--- config.mk ---
export PLATFORM = sky130hd
export DESIGN_NAME = swrms_div
export DESIGN_NICKNAME = d
export VERILOG_FILES = /design/src/design/swrms_div.sv
export SDC_FILE = /design/constraint.sdc
export NUM_CORES = 1
export LEC_CHECK = 0
export BUFFER_PORTS_ARGS = -buffer_cell sky130_fd_sc_hd__clkbuf_2
export CAP_MARGIN = 20
export CORE_UTILIZATION = 45
export CTS_CLUSTER_DIAMETER = 50
export DETAILED_ROUTE_END_ITERATION = 12
export GPL_TIMING_DRIVEN = 1
export PLACE_DENSITY = 0.63
export SYNTH_ARGS = -nofsm -noshare
export SYNTH_HDL_FRONTEND = slang
export SYNTH_SLANG_ARGS = --single-unit
--- constraint.sdc ---
create_clock -name clk -period 5.7 [get_ports clk]
set_input_delay 0.855 -clock clk [delete_from_list [all_inputs] [get_ports clk]]
set_output_delay 0.855 -clock clk [all_outputs]
set_load 0.05 [all_outputs]
--- src/design/swrms_div.sv ---
// Iterative signed divider, one quotient bit per cycle, truncating toward zero.
// Standalone; used by the top level for offset recalibration.
module swrms_div #(
	parameter int W  = 27,
	parameter int DW = 8
) (
	input  logic                clk,
	input  logic                arst_n,
	input  logic                start,
	input  logic signed [W-1:0] dvd,
	input  logic [DW-1:0]       dsr,
	output logic                done,
	output logic signed [W-1:0] quo
);

	localparam int CW = $clog2(W + 1);

	logic [W-1:0]  mag_q;
	logic [DW-1:0] rem_q;
	logic [CW-1:0] cnt_q;
	logic          neg_q;
	logic          busy_q;
	logic          done_q;
	logic [DW:0]   trial;
	logic          fits;

	// One restoring step
	assign trial = {rem_q, mag_q[W-1]};
	assign fits  = trial >= {1'b0, dsr};

	always_ff @(posedge clk or negedge arst_n) begin
		if (!arst_n) begin
			busy_q <= 1'b0;
			done_q <= 1'b0;
			cnt_q  <= '0;
		end else begin
			if (start) begin
				busy_q <= 1'b1;
				done_q <= 1'b0;
				cnt_q  <= CW'(W);
			end else if (busy_q) begin
				cnt_q  <= cnt_q - 1'b1;
				busy_q <= (cnt_q != CW'(1));
				done_q <= (cnt_q == CW'(1));
			end else begin
				done_q <= 1'b0;
			end
		end
	end

	// Shift dividend magnitude, collect quotient bits in its place
	always_ff @(posedge clk) begin
		if (start) begin
			neg_q <= dvd[W-1];
			mag_q <= dvd[W-1] ? W'(-dvd) : W'(dvd);
			rem_q <= '0;
		end else if (busy_q) begin
			mag_q <= {mag_q[W-2:0], fits};
			rem_q <= fits ? DW'(trial - {1'b0, dsr}) : trial[DW-1:0];
		end
	end

	assign done = done_q;
	assign quo  = neg_q ? -signed'(mag_q) : signed'(mag_q);

endmodule

## After elaboration in Yosys (flattened, before gate mapping)

Index checks and enable logic that the tools add are counted.

| word-level totals | value |
|---|---|
| input bits | 38 |
| output and inout port bits | 28 |
| bits in registers | 43 |

| cells by class | value |
|---|---|
| multiplexer cells | 11 |
| reductions and logical operators | 1 |
| order comparisons | 1 |
| add/subtract/negate cells | 4 |
| equal/unequal tests | 2 |

Operators with widths:

| cell | count |
|---|---|
| 27-bit 2-to-1 mux | 4 |
| 27-bit negation | 2 |
| 5-bit 2-to-1 mux | 2 |
| 9-bit by 8-bit >= comparator with 1-bit output | 1 |
| 8-bit 2-to-1 mux | 1 |
| 8-bit subtractor | 1 |
| 5-bit by 1-bit equality test with 1-bit output (second input constant) | 1 |
| 5-bit by 1-bit != test with 1-bit output (second input constant) | 1 |
| 5-bit by 1-bit subtractor with 5-bit output (second input constant) | 1 |
| 1-bit 2-to-1 mux | 4 |
| 2-bit nonzero test | 1 |

## Logic depth before layout (Yosys ltp)

| depth | value |
|---|---|
| depth in word-level cells | 3 |
| gate-level depth with buffers | 8 |
| mapped depth without buffers | 8 |

## Worst setup path before layout

OpenSTA, ideal clock, no wires.

| timing | value |
|---|---|
| path type | register -> output |
| start point | reg mag_q[11] |
| end point | out quo[17] |
| buffers on the path | 0 |
| data required time | 4.845 ns |
| cell stages (with the launch flop) | 5 |
| slack | 2.508 ns |
| data arrival time | 2.337 ns |
| cell sequence | edfxtp_1 > or4_1 > o41ai_1 > nand2_1 > xor2_1 |

| on the way | value |
|---|---|
| longest elaborated chain between the ends | 2 |

Ends and longest elaborated chain:

| item | RTL line | RTL |
|---|---|---|
| from (decl) | 18 | `logic [W-1:0] mag_q;` |
| from (signal assigned) | 55 | `mag_q <= dvd[W-1] ? W'(-dvd) : W'(dvd);` |
| from (signal assigned) | 58 | `mag_q <= {mag_q[W-2:0], fits};` |
| 27-bit negation | 64 | `assign quo = neg_q ? -signed'(mag_q) : signed'(mag_q);` |
| 27-bit 2-to-1 mux | 64 |  |
| to (decl) | 13 | `output logic signed [W-1:0] quo` |

No other way between the ends.

## Worst setup path in the final report

| timing | value |
|---|---|
| start point | reg mag_q[10] |
| end point | out quo[26] |

Same word-level chain as after synthesis.

==> impl_results.md <==
* Power per cell area at 317.8 nW/um^2
* Die area at 7636 um^2
* Crit path max fanout at 5
* HPWL Detailed at 5.559 mm
* Final Util at 54.69%
* Status: finished, final reports clean
* Number of synthesized register bits at 43
* Mapped Area at 3281 um^2
* Clock slew at reported path FFs at 0.09 ns
* Fillcell total at 669
* R2R depth at 6
* Slowest CP cell: or4_1
* Area Overhead vs Synth at 15.14%
* CTS Sinks at 43
* Type of origin of the critical path: flip-flop
* RSZ-0062 raised after global routing: no
* IR drop worst, VDD at 0.1837 mV
* Endpoint class of the critical path: output port
* Worst Skew at 0.008683 ns
* Initial antenna violation count at 0
* Top Ports at 66
* Async S/R FF share, synth at 16.28%
* H-tree lvl count at 2
* Total power at 0.001200 W
* CTS tree: yes
* Post-CTS setup buffer count at 0
* Via count at 2790
* Worst EP arrival at 2.81 ns
* Hold Violations, Final at 0
* First-pass GRT wire length at 12.09 mm
* CTS root buffer: clkbuf_8
* Worst setup path end: quo[26]
* Top FF cell, synth: edfxtp_1
* CP required at 4.85 ns
* Synth Net Count at 420
* Avg Cell Area, Syn at 8.891 um^2
* GRT Util Overall at 20.23%
* R2R Setup Slk at 3.53 ns
* Worst r2r dst: rem_q[0]
* DRT Pass-1 Iters at 4
* Nets at 477
* Leak at 1.517 nW
* Final Setup Violations at 0
* Iter 0 DRT Violations at 133
* Worst Tran Pin Value at 0.7954 ns
* Chip Height at 87.39 um
* Max cap viols at 0
* Final Instance Area at 3777 um^2
* # DRC at 0
* Cell variety after synth at 54
* CP cell instances: or4_1 > nor4_1 > nand3_1 > o41ai_1 > xnor2_1 > clkbuf_2
* Vias in the first global route at 2539
* Mapped Cells at 369
* Pin count of the biggest net entering global routing at 68
* Max Root-Sink Buffers at 2
* Routed WL at 7.404 mm
* GRT Residual Overflow at 0
* Layout cells sized above 1 at 19.20%
* Total CTS buffers at 5
* CTS hold repair buffers at 0
* Post-layout minimum cycle time at 3.661 ns
* Fmax at 273.2 MHz
* # resized after CTS at 0
* Worst path max stage delay at 0.58 ns
* Vias per Instance at 5.335
* Worst hold path type: in -> async
* Crit path launch: mag_q[10]
* Initial Util at 47.50%
* FP Rows at 30
* EDFF count, synth at 28
* Slew HR at 46.97%
* Crit path kind: reg -> out
* Worst-Skew Late Latency at 0.29 ns
* # diodes at 0
* Tcrit/Tclk final at 64.22%
* DRT antenna net count at 0
* Routed wire per std cell at 14.16 um
* Reg-to-Reg Start: rem_q[3]
* Final Slew Violations at 0
* Hold slack at 0.3874 ns
* Setup_tns at 0 ns
* Core area at 6907 um^2
* Synth warn at 0
* Sequential-to-total area share from yosys stat at 35.85%
* Input/output buffers at 65
* Cell Area, Placed at 3686 um^2
* Gpl congestion at 0.7906
* Die Width at 87.39 um
[kinds of logic after synthesis]
family          synth area share [%]
compound gates                 20.02
flops                          35.85
buf+inv                        4.577
simple gates                   18.12
fa+ha+maj                      5.187
mux                            1.564
xor+xnor                       14.68
[routing by layer]
metal  routed length (um)  track usage (%)  share of wire, %  vias to the layer above
met3                  372            3.033               5.0                        2
met1                 3826            29.17                52                     1271
met4                   40            4.471              0.54                        0
li1                     -                -                 -                     1455
met5                    0                0                 0                        -
met2                 3165            31.96                43                       62
[report_power, final]
group	switching, W	total (W)	internal [W]	leakage (nW)
Sequential	0.0000575	0.000446	0.000389	0.427
Clock	0.000105	0.000203	0.0000980	0.0482
Combinational	0.000364	0.000551	0.000187	1.04
Total	0.000526	0.00120	0.000674	1.52
[critical path, delay by kind of cell (launching register included)]
family / cells / cell delay [ns]
flip-flops: 1 / 0.47
XOR/XNOR: 1 / 0.16
buffers and inverters: 1 / 0.30
AND/OR/NAND/NOR: 3 / 1.20
AO/OA/AOI/OAI: 1 / 0.38
[registers in the layout, summed over array words and instances (netlist names)]
name,cells
busy_q,1
cnt_q,5
done,1
mag_q,27
neg_q,1
rem_q,8
[cell type report]
type,count,area [um^2],share of cell area (%)
tap,96,120.1,3.180
clock inverter,1,5.005,0.1325
clock buffer,7,86.33,2.286
timing repair buffer,67,360.3,9.540
sequential,43,1176,31.14
multi-input combinational,289,1954,51.74
inverter,20,75.07,1.987
[synth_stat cells, types with 12 or more instances]
| cell type | n | share of area [%] |
|---|---|---|
| clkbuf_1 | 13 | 1.5 |
| xnor2_1 | 28 | 7.5 |
| edfxtp_1 | 28 | 26 |
| inv_1 | 20 | 2.3 |
| nand2_1 | 23 | 2.6 |
| nor2_1 | 41 | 4.7 |
| o31ai_1 | 16 | 3.7 |
| xor2_1 | 27 | 7.2 |
| ha_1 | 12 | 4.6 |
| a21oi_1 | 33 | 5.0 |
| o21ai_0 | 21 | 3.2 |
[through the flow]
step	std cells	setup WS, ns
final	523	2.039
after CTS	523	2.012
after global placement	514	2.400
after global routing	523	1.806
after floorplan	369	2.508
after detailed placement	515	2.363
[cells in the final DEF, fill, tap and decap left out, types with 2 or more instances in the layout]
master,count
o41ai_1,7
nor2b_1,6
nand4b_1,3
xor2_1,27
xnor2_1,28
a21oi_1,33
nor3_1,4
inv_1,20
clkbuf_2,65
nor4_1,5
dfxtp_1,8
or3_1,7
o21ai_0,21
a31oi_1,2
mux2i_1,4
nand2_1,23
a21o_1,2
edfxtp_1,28
ha_1,12
or4_1,5
nand3_1,6
o211ai_1,2
nand2b_1,8
clkbuf_8,6
o31ai_1,16
a32oi_1,2
nor2_1,41
dfrtp_1,7
nand3b_1,2
[worst min-delay path by stage]
stage	slack, ns	end
finish	0.39	cnt_q[1]
global route	0.38	busy_q
CTS	0.38	cnt_q[1]
detailed placement	0.46	rem_q[7]
global placement	0.45	rem_q[7]
floorplan	0.44	rem_q[7]
Power figures use the tool's default switching activity.
